File: src/rtl/png_scanline_unfilter_assert.svh
// ----------------------------------------------------------------------------
// png_scanline_unfilter_assert.svh
// Assertion macros for the scanline unfilter; empty when NO_ASSERTIONS is set.
// ----------------------------------------------------------------------------
`ifndef PNG_SCANLINE_UNFILTER_ASSERT_SVH
`define PNG_SCANLINE_UNFILTER_ASSERT_SVH

`ifndef NO_ASSERTIONS

// clocked check, off while reset is high
`define PSU_ASSERT(name, clk, rst, prop) \
   name: assert property (@(posedge clk) disable iff (rst) prop) \
      else $error("%m: assertion failed");

// clocked check, also active during reset
`define PSU_ASSERT_NR(name, clk, prop) \
   name: assert property (@(posedge clk) prop) \
      else $error("%m: assertion failed");

`else

`define PSU_ASSERT(name, clk, rst, prop)

`define PSU_ASSERT_NR(name, clk, prop)

`endif

`endif

File: src/rtl/psu_pkg.sv
// ----------------------------------------------------------------------------
// psu_pkg
// Shared constants, types and the Paeth predictor for the scanline unfilter.
// ----------------------------------------------------------------------------
`default_nettype none

package psu_pkg;

   localparam int MAX_ROW_BYTES   = 8192;
   localparam int MAX_PIXEL_BYTES = 8;

   localparam int COL_W         = $clog2(MAX_ROW_BYTES);
   localparam int PIX_IDX_W     = (MAX_PIXEL_BYTES > 1) ? $clog2(MAX_PIXEL_BYTES) : 1;
   localparam int ROW_BYTES_W   = 14;
   localparam int PIXEL_BYTES_W = 4;
   localparam int CSR_DATA_W    = 14;
   localparam int CSR_INDEX_W   = 1;

   localparam int Q_DEPTH   = 4;
   localparam int Q_PTR_W   = $clog2(Q_DEPTH);
   localparam int Q_LEVEL_W = $clog2(Q_DEPTH + 1);

   localparam logic [CSR_INDEX_W-1:0] CSR_ROW_BYTES   = 1'b0;
   localparam logic [CSR_INDEX_W-1:0] CSR_PIXEL_BYTES = 1'b1;

   typedef enum logic [2:0] {
      FILT_NONE  = 3'd0,
      FILT_SUB   = 3'd1,
      FILT_UP    = 3'd2,
      FILT_AVG   = 3'd3,
      FILT_PAETH = 3'd4
   } filter_kind_type;

   typedef struct packed {
      logic [7:0]           data;
      logic [COL_W-1:0]     col;
      logic                 first;
      filter_kind_type      kind;
      logic                 bad;
      logic                 last;
      logic                 has_left;
      logic [PIX_IDX_W-1:0] pix_idx;
   } entry_type;

   typedef struct packed {
      logic                 full;
      logic [Q_LEVEL_W-1:0] level;
   } q_status_type;

   function automatic logic [7:0] paeth_pick(input logic [7:0] a,
                                             input logic [7:0] b,
                                             input logic [7:0] c);
      logic signed [9:0] sa;
      logic signed [9:0] sb;
      logic signed [9:0] sc;
      logic signed [9:0] da;
      logic signed [9:0] db;
      logic signed [9:0] dc;
      logic [9:0]        pa;
      logic [9:0]        pb;
      logic [9:0]        pc;
      logic [7:0]        pick;
      sa = signed'({2'b00, a});
      sb = signed'({2'b00, b});
      sc = signed'({2'b00, c});
      db = sb - sc;
      da = sa - sc;
      dc = sa + sb - (sc <<< 1);
      pa = db[9] ? 10'(-db) : 10'(db);
      pb = da[9] ? 10'(-da) : 10'(da);
      pc = dc[9] ? 10'(-dc) : 10'(dc);
      if ((pa <= pb) && (pa <= pc)) begin
         pick = a;
      end else if (pb <= pc) begin
         pick = b;
      end else begin
         pick = c;
      end
      return pick;
   endfunction

endpackage

`default_nettype wire

File: src/rtl/psu_queue.sv
// ----------------------------------------------------------------------------
// psu_queue
// Short FIFO of classified entries between the front and the back.
// ----------------------------------------------------------------------------
`default_nettype none

module psu_queue (
   input  wire logic                 clock,
   input  wire logic                 reset,
   input  wire logic                 push,
   input  wire psu_pkg::entry_type   push_entry,
   input  wire logic                 pop,
   output logic                      head_valid,
   output psu_pkg::entry_type        head_entry,
   output psu_pkg::q_status_type     status
);

   psu_pkg::entry_type                slot_ff [psu_pkg::Q_DEPTH];
   logic [psu_pkg::Q_PTR_W-1:0]       wr_ptr_ff;
   logic [psu_pkg::Q_PTR_W-1:0]       wr_ptr_in;
   logic [psu_pkg::Q_PTR_W-1:0]       rd_ptr_ff;
   logic [psu_pkg::Q_PTR_W-1:0]       rd_ptr_in;
   logic [psu_pkg::Q_LEVEL_W-1:0]     level_ff;
   logic [psu_pkg::Q_LEVEL_W-1:0]     level_in;

   assign head_valid   = level_ff != '0;
   assign head_entry   = slot_ff[rd_ptr_ff];
   assign status.full  = level_ff == psu_pkg::Q_LEVEL_W'(psu_pkg::Q_DEPTH);
   assign status.level = level_ff;

   always_comb begin
      wr_ptr_in = push ? wr_ptr_ff + psu_pkg::Q_PTR_W'(1) : wr_ptr_ff;
      rd_ptr_in = pop ? rd_ptr_ff + psu_pkg::Q_PTR_W'(1) : rd_ptr_ff;
      level_in  = level_ff + psu_pkg::Q_LEVEL_W'(push) - psu_pkg::Q_LEVEL_W'(pop);
   end

   always_ff @(posedge clock) begin
      if (reset) begin
         wr_ptr_ff <= '0;
         rd_ptr_ff <= '0;
         level_ff  <= '0;
      end else begin
         wr_ptr_ff <= wr_ptr_in;
         rd_ptr_ff <= rd_ptr_in;
         level_ff  <= level_in;
      end
   end

   always_ff @(posedge clock) begin
      if (push) begin
         slot_ff[wr_ptr_ff] <= push_entry;
      end
   end

endmodule

`default_nettype wire

File: config.mk
export PLATFORM = sky130hd
export DESIGN_NAME = psu_queue
export DESIGN_NICKNAME = d
export VERILOG_FILES = /design/src/rtl/png_scanline_unfilter_assert.svh /design/src/rtl/psu_pkg.sv /design/src/rtl/psu_queue.sv
export SDC_FILE = /design/constraint.sdc
export NUM_CORES = 1
export LEC_CHECK = 0
export BUFFER_PORTS_ARGS = -buffer_cell sky130_fd_sc_hd__buf_2
export CAP_MARGIN = 25
export CORE_UTILIZATION = 60
export CTS_CLUSTER_SIZE = 28
export DETAILED_ROUTE_END_ITERATION = 10
export PLACE_DENSITY_LB_ADDON = 0.05
export RECOVER_POWER = 100
export SLEW_MARGIN = 10
export SYNTH_ARGS = -nofsm -noshare
export SYNTH_HDL_FRONTEND = slang
export SYNTH_SLANG_ARGS = --single-unit
export TNS_END_PERCENT = 5
File: constraint.sdc
create_clock -name clock -period 4.25 [get_ports clock]
set_clock_uncertainty 0.05 [all_clocks]
set_input_delay 0.85 -clock clock [delete_from_list [all_inputs] [get_ports clock]]
set_output_delay 0.85 -clock clock [all_outputs]
set_load 0.05 [all_outputs]
After elaboration in Yosys (flattened, before gate mapping)

Memory sizes are Yosys's and may differ from the RTL's. A register that Yosys moved wholly into a read port is not among the register bits.
Cells that the tools add are included.

Add/subtract/negate cells: 4
Multipliers: 0
Divide/modulo/power cells: 0
Magnitude comparators: 0
Equality and inequality tests: 1
Shifts and indexed selects: 0
Multiplexer cells: 4
Bitwise logic cells: 0
Reduce and logical (&&, ||, !) cells: 1

Operator list:

| cell                | number |
|---|---|
| $add 2x1->2 const B | 2 |
| $mux 2              | 2 |
| $add 3x1->3         | 1 |
| $eq 3x3->1 const B  | 1 |
| $reduce_bool 3->1   | 1 |
| $sub 3x1->3         | 1 |
| $mux 1              | 2 |

Bits in registers: 7
Bits in latches: 0
Bits in writable memories: 124
Memory bits (read-only): 0
Logic and storage cells: 14
Memories: 1

Memory list:

| name    | words | bits a word | read ports | clocked after memory_dff | write ports | line            | text |
|---|---|---|---|---|---|---|---|
| slot_ff | 4     | 31          | 1          | 1                        | 1           | psu_queue.sv:18 | `psu_pkg::entry_type slot_ff [psu_pkg::Q_DEPTH];` |

Longest topological paths before layout

Depth in word-level cells: 3
Gate-level depth with buffers: 7

Least setup slack after synthesis

Ideal clock, no wire load.

Path kind: input to register
Start: input port pop
End: register level_ff[2] in the netlist's numbering
Setup time: 0.111 ns
Arrival: 2.054 ns
Slack: 2.035 ns
Stages: 6
Buffers on the path: 0
Cell sequence: ha_1 -> inv_1 -> ha_1 -> fa_1 -> xor3_1 -> nor2_1

Word-level cells in the longest chain between the ends: 1

Ends and longest elaborated chain:

| item                   | line            | text |
|---|---|---|
| start: declaration     | psu_queue.sv:12 | `input wire logic pop,` |
| $sub 3x1->3            | psu_queue.sv:34 | `level_in = level_ff + psu_pkg::Q_LEVEL_W'(push) - psu_pkg::Q_LEVEL_W'(pop);` |
| end signal: assignment | psu_queue.sv:45 | `level_ff <= level_in;` |
| end: declaration       | psu_queue.sv:23 | `logic [psu_pkg::Q_LEVEL_W-1:0] level_ff;` |

Every way passes these cells.
A chain may end at the register's enable or synchronous reset.

==> flow_summary.toml <==
[run_status]
status = "finished with violations"
violations = "max-capacitance violations, max-slew violations"

[setup_path]
cp_max_fo = 22
crit_path_start_kind = "flip-flop"
cp.required_ps = 3350
worstPathArrival_ps = 2720
worstSetupPathType = "reg2out"
cp-end-kind = "output pin"

[placement]
hpwl_um = 4371
dp_cells = 370
gp_congestion = 0.6496
portBuffers = 70
place_area_um2 = 5359

[floorplanning]
rows = 32
ios = 71
dieArea_um2 = 8557
floorplan.core_area_um2 = 7807
chipWidth_um = 92.51
die_y_um = 92.51
initial_core_util_pct = 62.95

[cells_and_area]
num_antenna_cells = 0
finalInstanceArea_um2 = 5911
finalNonFillerCells = 402
syn2layout_area_growth_pct = 20.26
drive_gt1_share_pct = 23.00
layout.nets = 329

[synthesis]
synthFlopType = "edfxtp_1"
ys.warnings.count = 0
synth.most_common_cell = "edfxtp_1"
ys_seq_area_share_pct = 79.43
yosysTopAreaCell = "edfxtp_1"
synth-seq-cells = 133
netlist_area_um2 = 4915
synth_edf_count = 124
yosys-top-cells-area = "edfxtp_1 76%, mux4_2 14%, dfxtp_1 3.7%, ha_1 1.5%, buf_6 0.69%"
synth_common_cells = "124 x edfxtp_1, 30 x mux4_2, 9 x dfxtp_1"
async_reset_ff_share_pct = 0
yosys.cell_types.count = 20
synthCells = 203
avgSynthCellArea_um2 = 24.21
synth_top_area_share_pct = 75.76
syn_nets = 245

[clocking]
insertion_delay_ps = 520
cts_setup_buffers = 0
cts_tree = "done"
ctsHoldBuffers = 0
path_clk_slew_ps = 60
clk_root_buffer_cell = "clkbuf_8"
clock_sinks = 133
post_cts_resized = 0
h-tree-depth = 4
cts_buffer_depth = 2
cts_made_buffers = 17

[power]
intPower_w = 0.002653
p_clk_share_pct = 44.0
p_total_w = 0.003565
powerDensity_nw_per_um2 = 603.1
vdd_drop_max_mv = 0.3438
p_comb_share_pct = 12.4
switching_share_pct = 25.58
p_switching_w = 0.0009120
p_seq_share_pct = 43.6
p_leak_nw = 1.925

[route]
drc = 0
viasPerCell = 5.582
routed_wirelength_um = 8175
wire_per_inst_um = 20.34
drtIter0Drc = 90
drt_first_pass_iters = 4
antenna_left = 0
via_count = 2244

[hold_path]
hold_path_class = "reg2reg"

[timing]
min_period_ps = 3624
setup_violations = 0
setup_tns_ps = 0
worstMarginPinSlew_ps = 2288
hold_viol = 0
fmax_mhz = 276.0
rsz0062_at_grt = "false"
min_period_over_period_pct = 85.26
drv_slew = 128
slew_headroom_pct = -52.59

[grt]
grt_pass1_wl_um = 12760
antenna_found_initial = 0
track_usage_pct = 21.72
grt_max_degree = 32
grt_pass1_vias = 2462
grt.overflow.total = 0

[job]
maxCapViolCount = 4
area by class of cell:
| type | instances | area [um^2] |
|---|---|---|
| clock inverter | 15 | 229.0 |
| tap | 102 | 127.6 |
| multi-input combinational | 58 | 939.7 |
| inverter | 6 | 22.52 |
| clock buffer | 17 | 414.1 |
| fill | 449 | 1897 |
| sequential | 133 | 3906 |
| timing repair buffer | 71 | 271.5 |
power by group through the flow:
stage	logic, W	registers, W	clock network (W)
final	0.000443	0.00155	0.00157
after global routing	0.000469	0.00156	0.00164
after CTS	0.000468	0.00155	0.00159
after detailed placement	0.000465	0.00158	0
after global placement	0.000459	0.00157	0
after floorplan	0.000349	0.00158	0
placed cells by master, fill, tap and decap left out:
| cell | Yosys | routed |
|---|---|---|
| edfxtp_1 | 124 | 124 |
| clkbuf_1 | 0 | 67 |
| mux4_2 | 30 | 30 |
| clkbuf_16 | 0 | 16 |
| dfxtp_1 | 9 | 7 |
| inv_1 | 6 | 6 |
| ha_1 | 6 | 6 |
| nor2_1 | 5 | 5 |
| bufinv_16 | 0 | 5 |
| clkinv_4 | 0 | 5 |
| and2_0 | 0 | 4 |
| buf_2 | 3 | 3 |
| nor2b_1 | 2 | 2 |
| xnor2_1 | 2 | 2 |
| dfxtp_2 | 0 | 2 |
| clkinv_2 | 0 | 2 |
| inv_6 | 0 | 2 |
| and3_1 | 1 | 1 |
| mux4_1 | 1 | 1 |
| or3_1 | 1 | 1 |
| a21bo_2 | 1 | 1 |
| nand3b_1 | 1 | 1 |
| a21oi_1 | 1 | 1 |
| mux2i_1 | 1 | 1 |
| xor3_1 | 1 | 1 |
| fa_1 | 1 | 1 |
| clkbuf_8 | 0 | 1 |
| clkinvlp_4 | 0 | 1 |
| clkbuf_2 | 0 | 1 |
worst max-delay path: stages (launching register included):
cell	delay (ps)
dfxtp_2	830
clkbuf_2	470
mux4_2	570
clkbuf_1	320
sequential cells by signal, summed over array words and instances (netlist names), named ones only:
register and cells:
level_ff 3, wr_ptr_ff 2, slot_ff 124, rd_ptr_ff 2
kinds of logic (layout without fill, tap and decap cells):
group | after synthesis | in the layout | synth area share [%]
flops | 133 | 133 | 79.43
mux | 32 | 32 | 14.49
xor+xnor | 3 | 3 | 0.8401
compound gates | 2 | 2 | 0.3054
simple gates | 14 | 14 | 1.553
buf+inv | 12 | 109 | 1.451
fa+ha+maj | 7 | 7 | 1.935
per-layer routing:
metal | global-route usage (%) | vias to the layer above | routed length [um]
met3 | 8.785 | 9 | 458
met1 | 26.27 | 1161 | 3337
met5 | 0 | - | 0
met2 | 34.88 | 63 | 4281
met4 | 9.115 | 0 | 97
li1 | - | 1011 | -
metrics by stage:
step	hold WS, ps	setup slack (ps)	util [%]
after floorplan	441.8	2035	-
after CTS	464.6	749.9	76.88
final	486.5	626.3	75.71
after detailed placement	466.4	1338	68.64
after global routing	529.7	397.8	75.71
after global placement	459.2	1384	68.64
final timing paths:
kind / start / endpoint / depth (start not counted) / slack, ps
min: rd_ptr_ff[1] / flip-flop / 2 / 490
max: flip-flop / head_entry[8] / 3 / 630
min reg2reg: rd_ptr_ff[1] / flip-flop / 2 / 490
max reg2reg: wr_ptr_ff[0] / slot_ff[3][23] / 2 / 1520
Power figures use the tool's default switching activity.
