### src/rtl/png_scanline_unfilter_assert.svh
// ----------------------------------------------------------------------------
// png_scanline_unfilter_assert.svh
// Assertion macros for the scanline unfilter; empty when NO_ASSERTIONS is set.
// ----------------------------------------------------------------------------
`ifndef PNG_SCANLINE_UNFILTER_ASSERT_SVH
`define PNG_SCANLINE_UNFILTER_ASSERT_SVH

`ifndef NO_ASSERTIONS

// clocked check, off while reset is high
`define PSU_ASSERT(name, clk, rst, prop) \
   name: assert property (@(posedge clk) disable iff (rst) prop) \
      else $error("%m: assertion failed");

// clocked check, also active during reset
`define PSU_ASSERT_NR(name, clk, prop) \
   name: assert property (@(posedge clk) prop) \
      else $error("%m: assertion failed");

`else

`define PSU_ASSERT(name, clk, rst, prop)

`define PSU_ASSERT_NR(name, clk, prop)

`endif

`endif

### src/rtl/psu_pkg.sv
// ----------------------------------------------------------------------------
// psu_pkg
// Shared constants, types and the Paeth predictor for the scanline unfilter.
// ----------------------------------------------------------------------------
`default_nettype none

package psu_pkg;

   localparam int MAX_ROW_BYTES   = 8192;
   localparam int MAX_PIXEL_BYTES = 8;

   localparam int COL_W         = $clog2(MAX_ROW_BYTES);
   localparam int PIX_IDX_W     = (MAX_PIXEL_BYTES > 1) ? $clog2(MAX_PIXEL_BYTES) : 1;
   localparam int ROW_BYTES_W   = 14;
   localparam int PIXEL_BYTES_W = 4;
   localparam int CSR_DATA_W    = 14;
   localparam int CSR_INDEX_W   = 1;

   localparam int Q_DEPTH   = 4;
   localparam int Q_PTR_W   = $clog2(Q_DEPTH);
   localparam int Q_LEVEL_W = $clog2(Q_DEPTH + 1);

   localparam logic [CSR_INDEX_W-1:0] CSR_ROW_BYTES   = 1'b0;
   localparam logic [CSR_INDEX_W-1:0] CSR_PIXEL_BYTES = 1'b1;

   typedef enum logic [2:0] {
      FILT_NONE  = 3'd0,
      FILT_SUB   = 3'd1,
      FILT_UP    = 3'd2,
      FILT_AVG   = 3'd3,
      FILT_PAETH = 3'd4
   } filter_kind_type;

   typedef struct packed {
      logic [7:0]           data;
      logic [COL_W-1:0]     col;
      logic                 first;
      filter_kind_type      kind;
      logic                 bad;
      logic                 last;
      logic                 has_left;
      logic [PIX_IDX_W-1:0] pix_idx;
   } entry_type;

   typedef struct packed {
      logic                 full;
      logic [Q_LEVEL_W-1:0] level;
   } q_status_type;

   function automatic logic [7:0] paeth_pick(input logic [7:0] a,
                                             input logic [7:0] b,
                                             input logic [7:0] c);
      logic signed [9:0] sa;
      logic signed [9:0] sb;
      logic signed [9:0] sc;
      logic signed [9:0] da;
      logic signed [9:0] db;
      logic signed [9:0] dc;
      logic [9:0]        pa;
      logic [9:0]        pb;
      logic [9:0]        pc;
      logic [7:0]        pick;
      sa = signed'({2'b00, a});
      sb = signed'({2'b00, b});
      sc = signed'({2'b00, c});
      db = sb - sc;
      da = sa - sc;
      dc = sa + sb - (sc <<< 1);
      pa = db[9] ? 10'(-db) : 10'(db);
      pb = da[9] ? 10'(-da) : 10'(da);
      pc = dc[9] ? 10'(-dc) : 10'(dc);
      if ((pa <= pb) && (pa <= pc)) begin
         pick = a;
      end else if (pb <= pc) begin
         pick = b;
      end else begin
         pick = c;
      end
      return pick;
   endfunction

endpackage

`default_nettype wire

### src/rtl/psu_front.sv
// ----------------------------------------------------------------------------
// psu_front
// Accepts stream bytes, tracks rows and columns, latches the filter type and
// pushes one classified entry per sample byte into the queue.
// ----------------------------------------------------------------------------
`default_nettype none

module psu_front (
   input  wire logic                                 clock,
   input  wire logic                                 reset,
   input  wire logic                                 req_valid,
   output logic                                      req_stall,
   input  wire logic [7:0]                           req_data_byte,
   input  wire logic                                 req_frame_start,
   input  wire logic [psu_pkg::ROW_BYTES_W-1:0]      row_bytes,
   input  wire logic [psu_pkg::PIXEL_BYTES_W-1:0]    pixel_bytes,
   input  wire logic                                 q_full,
   output logic                                      push,
   output psu_pkg::entry_type                        push_entry
);

   logic [psu_pkg::COL_W-1:0]         col_ff;
   logic [psu_pkg::COL_W-1:0]         col_in;
   logic                              await_ff;
   logic                              await_in;
   logic                              first_ff;
   logic                              first_in;
   psu_pkg::filter_kind_type          kind_ff;
   psu_pkg::filter_kind_type          kind_in;
   logic                              bad_ff;
   logic                              bad_in;

   logic                              acc;
   logic                              eff_await;
   logic                              eff_first;
   logic [psu_pkg::COL_W-1:0]         eff_col;
   logic [psu_pkg::ROW_BYTES_W-1:0]   rb_eff;
   logic [psu_pkg::PIXEL_BYTES_W-1:0] pb_eff;
   logic                              last;
   logic                              has_left;

   assign req_stall = q_full;
   assign acc       = req_valid & ~q_full;
   assign eff_await = req_frame_start | await_ff;
   assign eff_first = req_frame_start | first_ff;
   assign eff_col   = req_frame_start ? '0 : col_ff;
   assign push      = acc & ~eff_await;

   always_comb begin
      if (row_bytes == '0) begin
         rb_eff = psu_pkg::ROW_BYTES_W'(1);
      end else if (row_bytes > psu_pkg::ROW_BYTES_W'(psu_pkg::MAX_ROW_BYTES)) begin
         rb_eff = psu_pkg::ROW_BYTES_W'(psu_pkg::MAX_ROW_BYTES);
      end else begin
         rb_eff = row_bytes;
      end
      if (pixel_bytes == '0) begin
         pb_eff = psu_pkg::PIXEL_BYTES_W'(1);
      end else if (pixel_bytes > psu_pkg::PIXEL_BYTES_W'(psu_pkg::MAX_PIXEL_BYTES)) begin
         pb_eff = psu_pkg::PIXEL_BYTES_W'(psu_pkg::MAX_PIXEL_BYTES);
      end else begin
         pb_eff = pixel_bytes;
      end
   end

   assign last     = (psu_pkg::ROW_BYTES_W'(eff_col) + psu_pkg::ROW_BYTES_W'(1)) >= rb_eff;
   assign has_left = psu_pkg::ROW_BYTES_W'(eff_col) >= psu_pkg::ROW_BYTES_W'(pb_eff);

   always_comb begin
      push_entry.data     = req_data_byte;
      push_entry.col      = eff_col;
      push_entry.first    = eff_first;
      push_entry.kind     = kind_ff;
      push_entry.bad      = bad_ff;
      push_entry.last     = last;
      push_entry.has_left = has_left;
      push_entry.pix_idx  = psu_pkg::PIX_IDX_W'(pb_eff - psu_pkg::PIXEL_BYTES_W'(1));
   end

   always_comb begin
      col_in   = col_ff;
      await_in = await_ff;
      first_in = first_ff;
      kind_in  = kind_ff;
      bad_in   = bad_ff;
      if (acc) begin
         if (eff_await) begin
            if (req_data_byte <= 8'(psu_pkg::FILT_PAETH)) begin
               kind_in = psu_pkg::filter_kind_type'(req_data_byte[2:0]);
               bad_in  = 1'b0;
            end else begin
               kind_in = psu_pkg::FILT_NONE;
               bad_in  = 1'b1;
            end
            await_in = 1'b0;
            col_in   = '0;
            first_in = eff_first;
         end else if (last) begin
            col_in   = '0;
            await_in = 1'b1;
            first_in = 1'b0;
         end else begin
            col_in   = eff_col + psu_pkg::COL_W'(1);
         end
      end
   end

   always_ff @(posedge clock) begin
      if (reset) begin
         col_ff   <= '0;
         await_ff <= 1'b1;
         first_ff <= 1'b1;
         kind_ff  <= psu_pkg::FILT_NONE;
         bad_ff   <= 1'b0;
      end else begin
         col_ff   <= col_in;
         await_ff <= await_in;
         first_ff <= first_in;
         kind_ff  <= kind_in;
         bad_ff   <= bad_in;
      end
   end

endmodule

`default_nettype wire

### config.mk
export PLATFORM = sky130hd
export DESIGN_NAME = psu_front
export DESIGN_NICKNAME = d
export VERILOG_FILES = /design/src/rtl/png_scanline_unfilter_assert.svh /design/src/rtl/psu_pkg.sv /design/src/rtl/psu_front.sv
export SDC_FILE = /design/constraint.sdc
export NUM_CORES = 1
export LEC_CHECK = 0
export BUFFER_PORTS_ARGS = -buffer_cell sky130_fd_sc_hd__buf_2
export CORE_AREA = 2 2 74 55
export CTS_CLUSTER_SIZE = 25
export DETAILED_ROUTE_END_ITERATION = 8
export DIE_AREA = 0 0 76 57
export PLACE_DENSITY_LB_ADDON = 0.1
export SLEW_MARGIN = 30
export SYNTH_ARGS = -nofsm -noshare
export SYNTH_HDL_FRONTEND = slang
export SYNTH_SLANG_ARGS = --single-unit
### constraint.sdc
create_clock -name clock -period 5.5 [get_ports clock]
set_input_delay 1.1 -clock clock [delete_from_list [all_inputs] [get_ports clock]]
set_output_delay 1.1 -clock clock [all_outputs]
set_load 0.1 [all_outputs]
# After elaboration in Yosys (flattened, before gate mapping)
# Cells that the tools add are included.
[totals] out_inout_bits=33 regBits=19 in_bits=31 wordCells=37
[op_classes] muxes=13 order_cmp=5 n_addsub=3 bitwise_logic=6 reduce_logical=5
[ops] operator="2-to-1 mux 13 bit" count=3
[ops] operator="2-to-1 mux 14 bit" count=2
[ops] operator="adder 13 x 1 -> 14 bit, second input constant" count=1
[ops] operator=">= comparator 14 bit" count=1
[ops] operator="> comparator 14 bit, second input constant" count=1
[ops] operator="zero test 14 bit" count=1
[ops] operator="adder 13 x 1 -> 13 bit, second input constant" count=1
[ops] operator=">= comparator 13 x 4 -> 1 bit" count=1
[ops] operator="<= comparator 8 x 3 -> 1 bit, second input constant" count=1
[ops] operator="2-to-1 mux 4 bit" count=2
[ops] operator="2-to-1 mux 1 bit" count=5
[ops] operator="> comparator 4 bit, second input constant" count=1
[ops] operator="zero test 4 bit" count=1
[ops] operator="AND reduction 2 bit" count=2
[ops] operator="2-to-1 mux 3 bit" count=1
[ops] operator="subtractor 3 x 1 -> 3 bit, second input constant" count=1
[ops] operator="bitwise AND 1 bit" count=2
[ops] operator="NOT 1 bit" count=2
[ops] operator="bitwise OR 1 bit" count=2
[ops] operator="nonzero test 2 bit" count=1

# Logic depth before layout (Yosys ltp)
# Gate-level depths: netlist of the first run.
[logic_depth] depth_word=6 depth_mapped=15 depth_no_buf=13

# Worst setup path after synthesis of the first run
# Ideal clock, no wire load.
[synth_timing] kind="input-to-output" from="input port req_frame_start" to="output port push_entry[4] (netlist name)" t_required_ns=4.400 cell_stages=14 t_arrival_ns=5.215 path_buffers=2 slack_ns=-0.815 cell_sequence="buf_4 nor2b_1 ha_1 nand4_1 nor4_2 nand3_1 xnor2_1 ha_1 nand4_1 nor2_1 o311ai_2 and3_1 inv_1 buf_4"
[synth_lines] element="start, declared" line_no="psu_front.sv:14" text="input wire logic req_frame_start,"
[synth_lines] element="end, declared" line_no="psu_front.sv:19" text="output psu_pkg::entry_type push_entry"

==> results of run 1 <==
## synth_stat cells, types with 2 or more instances
library cell	instances	area, sq um
sky130_fd_sc_hd__dfxtp_1	19	380.4
sky130_fd_sc_hd__nand2_1	21	78.83
sky130_fd_sc_hd__a22o_2	10	100.1
sky130_fd_sc_hd__xnor2_1	7	61.31
sky130_fd_sc_hd__xor2_1	5	43.79
sky130_fd_sc_hd__buf_6	2	22.52
sky130_fd_sc_hd__and3_1	2	12.51
sky130_fd_sc_hd__nor3_1	5	25.02
sky130_fd_sc_hd__nor2_1	15	56.30
sky130_fd_sc_hd__buf_4	14	105.1
sky130_fd_sc_hd__nand3b_1	2	15.01
sky130_fd_sc_hd__inv_1	9	33.78
sky130_fd_sc_hd__a21oi_1	5	25.02
sky130_fd_sc_hd__and2b_1	2	15.01
sky130_fd_sc_hd__nor2b_1	8	50.05
sky130_fd_sc_hd__clkbuf_1	3	11.26
sky130_fd_sc_hd__nand3_1	8	40.04
sky130_fd_sc_hd__o21a_1	2	15.01
sky130_fd_sc_hd__nand2b_1	4	25.02
sky130_fd_sc_hd__a22o_1	2	17.52
sky130_fd_sc_hd__a22oi_1	3	22.52
sky130_fd_sc_hd__ha_1	20	250.2
sky130_fd_sc_hd__and2b_2	5	43.79
sky130_fd_sc_hd__nand4_1	5	31.28
sky130_fd_sc_hd__o21ai_0	6	30.03
sky130_fd_sc_hd__nor4_1	4	25.02
## cell type report
type                    count  area [sq um]
multi-input cells         159          1170
clock inverters             1         5.005
repair buffers             64         337.8
flip-flops and latches     19         380.4
well taps                  52         65.06
fillers                   358          1648
inverters                   9         37.54
clock buffers               3         41.29
## sequential cells by signal (all words and copies together), names as in the netlist
| register | cells |
|---|---|
| col_ff | 13 |
| kind_ff | 3 |
| await_ff | 1 |
| bad_ff | 1 |
| first_ff | 1 |
## report_power, final
group | leakage, nW | switching, mW | total [mW] | internal, mW
Clock | 0.0255 | 0.0495 | 0.0999 | 0.0504
Sequential | 0.154 | 0.000995 | 0.140 | 0.139
Combinational | 0.841 | 0.0840 | 0.110 | 0.0258
Total | 1.02 | 0.134 | 0.349 | 0.215
## routing by layer
layer | GRT usage (%) | wire length (um) | vias up
met1 | 30.49 | 2178 | 708
met3 | 3.797 | 306 | 0
met2 | 26.40 | 1588 | 68
met4 | 3.117 | 0 | 0
li1 | - | - | 826
met5 | 0 | 0 | -
## layout by cell type, fill, tap and decap left out, drive strengths merged, types with 4 or more instances in the layout
master and n:
a21oi 5, a22o 12, and2b 7, buf 64, dfxtp 19, ha 20
inv 8, nand2 21, nand2b 4, nand3 8, nand4 5, nor2 15
nor2b 8, nor3 7, nor4 5, o21ai 6, xnor2 7, xor2 5
## how the worst max path moves through the flow
stage	start	to	slack, ps	cells past startpoint
4_1_cts	req_frame_start	push_entry[4]	440	15
2_1_floorplan	req_frame_start	push_entry[4]	70	11
6_report	req_frame_start	push_entry[4]	420	15
5_1_grt	req_frame_start	push_entry[4]	190	15
3_3_place_gp	req_frame_start	push_entry[4]	570	15
3_5_place_dp	req_frame_start	push_entry[4]	500	15
## through the flow
step	cells	instance area [sq um]	util, %	power (mW)
CTS	307	2037	55.28	0.3525
floorplan	207	1739	-	0.2344
global route	307	2037	55.28	0.3672
detailed placement	303	1991	54.02	0.2525
global placement	303	1991	54.02	0.2524
finish	307	2037	55.28	0.3494
## cell families after synthesis
kind of cell | count (synthesis)
AND/OR/NAND/NOR | 92
AO/OA/AOI/OAI | 35
buffers and inverters | 29
adder cells (fa/ha/maj) | 20
flip-flops | 19
XOR/XNOR | 12
==> metrics.txt, run 1 <==
# TYPE chip_impl_metric gauge
chip_impl_metric{name="drtPass1Iterations",unit=""} 4
chip_impl_metric{name="drt_wl_total",unit="um"} 4073
chip_impl_metric{name="async_reset_ff_share",unit="%"} 0
chip_impl_metric{name="synth_compound_area_share",unit="%"} 15.93
chip_impl_metric{name="worst_slack",unit="ps"} 420.0
chip_impl_metric{name="ff2ff_path_depth",unit=""} 13
chip_impl_metric{name="final.period_utilization",unit="%"} 92.36
chip_impl_info{name="cp_top_family",value="simple AND/OR/NAND/NOR gates"} 1
chip_impl_metric{name="postCtsResizedCells",unit=""} 0
chip_impl_info{name="cts_root_buf",value="sky130_fd_sc_hd__clkbuf_8"} 1
chip_impl_metric{name="largest_net_degree_at_the_start_of_global_routing",unit=""} 20
chip_impl_metric{name="first_global_vias",unit=""} 1344
chip_impl_info{name="worstReg2RegStart",value="col_ff[0]$_SDFFE_PP0P_"} 1
chip_impl_metric{name="post_synth_mux_area_share",unit="%"} 0
chip_impl_metric{name="area_growth",unit="%"} 17.89
chip_impl_metric{name="pin_count",unit=""} 64
chip_impl_info{name="grt_setup_unrepaired",value="false"} 1
chip_impl_metric{name="clock-sinks",unit=""} 19
chip_impl_info{name="timing.critical_path.slowest_stage_cell",value="sky130_fd_sc_hd__nor4_2"} 1
chip_impl_metric{name="via_density_per_instance",unit=""} 5.218
chip_impl_info{name="path_class",value="in -> out"} 1
chip_impl_metric{name="syn-cell-area",unit="sq um"} 1728
chip_impl_metric{name="max_cap_viols",unit=""} 0
chip_impl_metric{name="cp.arrival",unit="ps"} 3980
chip_impl_metric{name="min_path_cells",unit=""} 1
chip_impl_metric{name="drcViolationCount",unit=""} 0
chip_impl_metric{name="place_ws",unit="ps"} 502.6
chip_impl_metric{name="p_leak",unit="nW"} 1.020
chip_impl_metric{name="grt_util_all_layers",unit="%"} 19.03
chip_impl_metric{name="worstSkewPairLatency",unit="ps"} 260
chip_impl_metric{name="final_report_max_slew_violation_count",unit=""} 0
chip_impl_metric{name="r2r_slack",unit="ps"} 2410
chip_impl_metric{name="start_util",unit="%"} 46.89
chip_impl_metric{name="finalWorstPathRequiredPeriod",unit="ps"} 5080
chip_impl_info{name="hold_path_startpoint",value="col_ff[11]$_SDFFE_PP0P_"} 1
chip_impl_metric{name="hold_ws",unit="ps"} 477.8
chip_impl_metric{name="holdBufCountCts",unit=""} 0
chip_impl_metric{name="yosys_warnings",unit=""} 0
chip_impl_metric{name="worst-path-buf-inv",unit=""} 4
chip_impl_metric{name="path_clk_slew",unit="ps"} 70
chip_impl_info{name="hold_end",value="col_ff[11]$_SDFFE_PP0P_"} 1
chip_impl_metric{name="critPathMaxStageDelay",unit="ps"} 420
chip_impl_info{name="min-delay-path-class",value="reg -> reg"} 1
chip_impl_metric{name="fin_worst_skew",unit="ps"} 9.355
chip_impl_metric{name="dr.first_iter.drc_count",unit=""} 111
chip_impl_metric{name="vias",unit=""} 1602
chip_impl_metric{name="final_net_count",unit=""} 307
chip_impl_metric{name="final_layout_size_suffix_gt1_share",unit="%"} 37.25
chip_impl_metric{name="critical_path.max_fanout",unit=""} 5
chip_impl_metric{name="synthXorXnorAreaFrac",unit="%"} 6.083
chip_impl_metric{name="synth-adder-area-share",unit="%"} 14.48
chip_impl_info{name="setup.worst_path.end_class",value="output port"} 1
chip_impl_metric{name="die_x",unit="um"} 76
chip_impl_metric{name="rows",unit=""} 19
chip_impl_info{name="list_of_cells_traversed_by_the_critical_path",value="buf_2 > nand2b_1 > clkinvlp_4 > ha_1 > nand4_1 > nor4_2 > nand3_1 > xnor2_1 > ha_1 > nand4_1 > nor2_1 > o311ai_2 > and3_1 > inv_1 > buf_12"} 1
chip_impl_metric{name="synth.ff_latch_count",unit=""} 19
chip_impl_info{name="combinational_family_with_the_most_area_after_synthesis",value="simple AND/OR/NAND/NOR gates"} 1
chip_impl_metric{name="syn_area_per_cell",unit="sq um"} 8.347
chip_impl_metric{name="ctsHtreeMaxLevel",unit=""} 1
chip_impl_metric{name="synthCells",unit=""} 207
chip_impl_metric{name="floorplan.die_area",unit="sq um"} 4332
chip_impl_metric{name="timing.final.hold_violations",unit=""} 0
chip_impl_metric{name="post-cts-setup-buffer-count",unit=""} 0
chip_impl_metric{name="antenna_cells",unit=""} 0
chip_impl_metric{name="buffer_ports.inserted",unit=""} 63
chip_impl_metric{name="core",unit="sq um"} 3685
chip_impl_metric{name="power-per-cell-area",unit="nW/um^2"} 171.5
chip_impl_metric{name="fmax",unit="GHz"} 0.1968
chip_impl_metric{name="timing.slew.headroom",unit="%"} 37.08
chip_impl_info{name="dominantRegCellSynth",value="sky130_fd_sc_hd__dfxtp_1"} 1
chip_impl_metric{name="place.gp.congestion",unit=""} 0.8083
chip_impl_metric{name="setup_viol",unit=""} 0
chip_impl_metric{name="antenna_violating_nets_post_route",unit=""} 0
chip_impl_info{name="r2r_end",value="await_ff$_SDFFE_PP1P_"} 1
chip_impl_metric{name="cp.required",unit="ps"} 4400
chip_impl_metric{name="post-dp-hpwl",unit="um"} 3316
chip_impl_metric{name="tns",unit="ps"} 0
chip_impl_metric{name="mappedNetlistNets",unit=""} 258
chip_impl_metric{name="grt-ovfl-total",unit=""} 0
chip_impl_metric{name="synth-edff-count",unit=""} 0
chip_impl_info{name="cts_tree",value="built"} 1
chip_impl_metric{name="irDropWorstVdd",unit="mV"} 0.08479
chip_impl_metric{name="ctsLongestPathBuffers",unit=""} 2
chip_impl_metric{name="tightestPinTransition",unit="ps"} 940.3
chip_impl_metric{name="detail_route.wl_per_cell",unit="um"} 13.27
chip_impl_info{name="worst_setup_path_start_kind",value="input pin"} 1
chip_impl_metric{name="cts_made_buffers",unit=""} 3
chip_impl_metric{name="die_h",unit="um"} 57
chip_impl_metric{name="antenna_violations_before_repair",unit=""} 0
chip_impl_metric{name="seq_area_frac_synth",unit="%"} 22.01
chip_impl_info{name="run_status",value="finished clean"} 1
chip_impl_metric{name="grt_first_pass_wirelength",unit="um"} 6693
chip_impl_metric{name="synth_simple_gate_area_share",unit="%"} 30.77
chip_impl_metric{name="distinct_cell_type_count_after_synthesis",unit=""} 45
Power figures use the tool's default switching activity.
==> run 2, diff against run 1 <==
Settings changed: RECOVER_POWER set to 50.
==> metrics.txt, run 2 (same netlist as run 1, synthesis figures left out) <==
# TYPE chip_impl_metric gauge
chip_impl_metric{name="core",unit="sq um"} 3685
chip_impl_metric{name="cp.required",unit="ps"} 4400
chip_impl_metric{name="cp.arrival",unit="ps"} 4040
chip_impl_metric{name="post-cts-setup-buffer-count",unit=""} 0
chip_impl_metric{name="power-per-cell-area",unit="nW/um^2"} 173.9
chip_impl_metric{name="antenna_cells",unit=""} 0
chip_impl_metric{name="irDropWorstVdd",unit="mV"} 0.08328
chip_impl_metric{name="largest_net_degree_at_the_start_of_global_routing",unit=""} 20
chip_impl_metric{name="vias",unit=""} 1595
chip_impl_metric{name="clock-sinks",unit=""} 19
chip_impl_metric{name="worst-path-buf-inv",unit=""} 4
chip_impl_metric{name="finalWorstPathRequiredPeriod",unit="ps"} 5136
chip_impl_metric{name="die_h",unit="um"} 57
chip_impl_metric{name="dr_wl_met2",unit="um"} 1542
chip_impl_metric{name="dr_wl_met3",unit="um"} 272
chip_impl_metric{name="drcViolationCount",unit=""} 0
chip_impl_metric{name="die_x",unit="um"} 76
chip_impl_info{name="cts_root_buf",value="sky130_fd_sc_hd__clkbuf_8"} 1
chip_impl_info{name="run_status",value="finished clean"} 1
chip_impl_metric{name="tightestPinTransition",unit="ps"} 1174
chip_impl_info{name="cp_top_family",value="simple AND/OR/NAND/NOR gates"} 1
chip_impl_metric{name="critPathMaxStageDelay",unit="ps"} 420
chip_impl_metric{name="seqCellArea",unit="sq um"} 380.4
chip_impl_metric{name="path_clk_slew",unit="ps"} 70
chip_impl_info{name="min-delay-path-class",value="reg -> reg"} 1
chip_impl_info{name="layout.cells.most_common_list",value="sky130_fd_sc_hd__buf_2, sky130_fd_sc_hd__clkbuf_1, sky130_fd_sc_hd__nand2_1, sky130_fd_sc_hd__ha_1, sky130_fd_sc_hd__dfxtp_1"} 1
chip_impl_metric{name="finalCoreUtilization",unit="%"} 54.23
chip_impl_metric{name="rows",unit=""} 19
chip_impl_metric{name="cts_made_buffers",unit=""} 3
chip_impl_info{name="worst_setup_path_start_kind",value="input pin"} 1
chip_impl_metric{name="grt_first_pass_wirelength",unit="um"} 6693
chip_impl_metric{name="timing.final.hold_violations",unit=""} 0
chip_impl_metric{name="final.period_utilization",unit="%"} 93.39
chip_impl_metric{name="grt-ovfl-total",unit=""} 0
chip_impl_metric{name="grt_util_all_layers",unit="%"} 19.03
chip_impl_metric{name="tns",unit="ps"} 0
chip_impl_metric{name="setup_viol",unit=""} 0
chip_impl_metric{name="ctsHtreeMaxLevel",unit=""} 1
chip_impl_metric{name="critical_path.max_fanout",unit=""} 5
chip_impl_metric{name="final_report_max_slew_violation_count",unit=""} 0
chip_impl_info{name="timing.critical_path.slowest_stage_cell",value="sky130_fd_sc_hd__nor4_2"} 1
chip_impl_info{name="path_class",value="in -> out"} 1
chip_impl_metric{name="place_ws",unit="ps"} 502.6
chip_impl_info{name="layout_top_registers",value="col_ff: 13 flops, kind_ff: 3 flops"} 1
chip_impl_info{name="highest-signal-layer",value="met4"} 1
chip_impl_metric{name="postLayoutCellArea",unit="sq um"} 1998
chip_impl_metric{name="drtPass1Iterations",unit=""} 4
chip_impl_info{name="cts_tree",value="built"} 1
chip_impl_info{name="commonest_non_fill_non_tap_cell_in_the_layout",value="sky130_fd_sc_hd__buf_2"} 1
chip_impl_metric{name="fillerInstances",unit=""} 374
chip_impl_metric{name="dr.first_iter.drc_count",unit=""} 86
chip_impl_metric{name="ctsLongestPathBuffers",unit=""} 2
chip_impl_metric{name="worst_slack",unit="ps"} 363.7
chip_impl_metric{name="holdBufCountCts",unit=""} 0
chip_impl_metric{name="multi_input_area",unit="sq um"} 1164
chip_impl_metric{name="first_global_vias",unit=""} 1344
chip_impl_info{name="setup.worst_path.end_class",value="output port"} 1
chip_impl_metric{name="floorplan.die_area",unit="sq um"} 4332
chip_impl_metric{name="final_net_count",unit=""} 307
chip_impl_metric{name="largest_reg_flops",unit=""} 13
chip_impl_info{name="grt_setup_unrepaired",value="false"} 1
chip_impl_metric{name="postCtsResizedCells",unit=""} 0
chip_impl_metric{name="drt_wl_total",unit="um"} 4102
chip_impl_metric{name="buffer_ports.inserted",unit=""} 63
chip_impl_metric{name="final_layout_size_suffix_gt1_share",unit="%"} 27.45
chip_impl_metric{name="timing.slew.headroom",unit="%"} 22.10
chip_impl_metric{name="post-dp-hpwl",unit="um"} 3316
chip_impl_info{name="list_of_cells_traversed_by_the_critical_path",value="clkbuf_1 > nand2b_1 > clkinvlp_4 > ha_1 > nand4_1 > nor4_2 > nand3_1 > xnor2_1 > ha_1 > nand4_1 > nor2_1 > o311ai_2 > and3_1 > inv_1 > buf_12"} 1
chip_impl_metric{name="detail_route.wl_per_cell",unit="um"} 13.36
chip_impl_metric{name="pin_count",unit=""} 64
chip_impl_info{name="top_register",value="col_ff"} 1
chip_impl_metric{name="worstSkewPairLatency",unit="ps"} 260
chip_impl_metric{name="r2r_slack",unit="ps"} 2410
chip_impl_metric{name="dpl_cell_area",unit="sq um"} 1991
chip_impl_metric{name="via_density_per_instance",unit=""} 5.195
chip_impl_metric{name="start_util",unit="%"} 46.89
chip_impl_metric{name="p_leak",unit="nW"} 0.9362
chip_impl_metric{name="fin_worst_skew",unit="ps"} 9.468
chip_impl_metric{name="wirelength_met1",unit="um"} 2255
chip_impl_metric{name="antenna_violations_before_repair",unit=""} 0
chip_impl_metric{name="antenna_violating_nets_post_route",unit=""} 0
chip_impl_metric{name="max_cap_viols",unit=""} 0
chip_impl_metric{name="place.gp.congestion",unit=""} 0.8083
chip_impl_metric{name="area_growth",unit="%"} 15.64
chip_impl_metric{name="fmax",unit="GHz"} 0.1947
[run 2: changes by cell type in the layout (fill, tap and decap cells not counted)]
cell,before,now
sky130_fd_sc_hd__buf_2,62,39
sky130_fd_sc_hd__buf_4,1,0
sky130_fd_sc_hd__nor4b_2,1,0
sky130_fd_sc_hd__clkbuf_1,0,24
sky130_fd_sc_hd__nor4b_1,0,1
[run 2: per-layer routing]
metal | vias up | global-route usage (%)
met5 | - | 0
met4 | 0 | 3.117
met3 | 2 | 3.797
met2 | 69 | 26.40
met1 | 698 | 30.49
li1 | 826 | -
[run 2: through the flow]
| stage | total power, mW | instances | hold WS [ps] |
|---|---|---|---|
| after CTS | 0.3525 | 307 | 478.1 |
| after floorplan | 0.2344 | 207 | 446.2 |
| after detailed placement | 0.2525 | 303 | 457.9 |
| after global routing | 0.3652 | 307 | 509.3 |
| after global placement | 0.2524 | 303 | 459.2 |
| final | 0.3475 | 307 | 477.1 |
[run 2: cell type report]
type / count / share of cell area (%)
Timing Repair Buffer: 64 / 15.28
Tap cell: 52 / 3.256
Sequential cell: 19 / 19.04
Inverter: 9 / 1.879
Multi-Input combinational cell: 159 / 58.23
Clock inverter: 1 / 0.2505
Clock buffer: 3 / 2.066
[run 2: path summary, 6_finish.rpt]
| kind | startpoint | endpoint | depth (start not counted) |
|---|---|---|---|
| worst min-delay path | col_ff[11]$_SDFFE_PP0P_ | col_ff[11]$_SDFFE_PP0P_ | 1 |
| worst max-delay path | req_frame_start | push_entry[4] | 15 |
| worst max register to register | col_ff[0]$_SDFFE_PP0P_ | await_ff$_SDFFE_PP1P_ | 13 |
| worst min register to register | col_ff[11]$_SDFFE_PP0P_ | col_ff[11]$_SDFFE_PP0P_ | 1 |
[run 2: report_power, final]
part	total (mW)	internal, mW	leakage (nW)	switching [mW]
logic	0.108	0.0239	0.757	0.0840
clock network	0.0998	0.0504	0.0255	0.0494
registers	0.140	0.139	0.154	0.00102
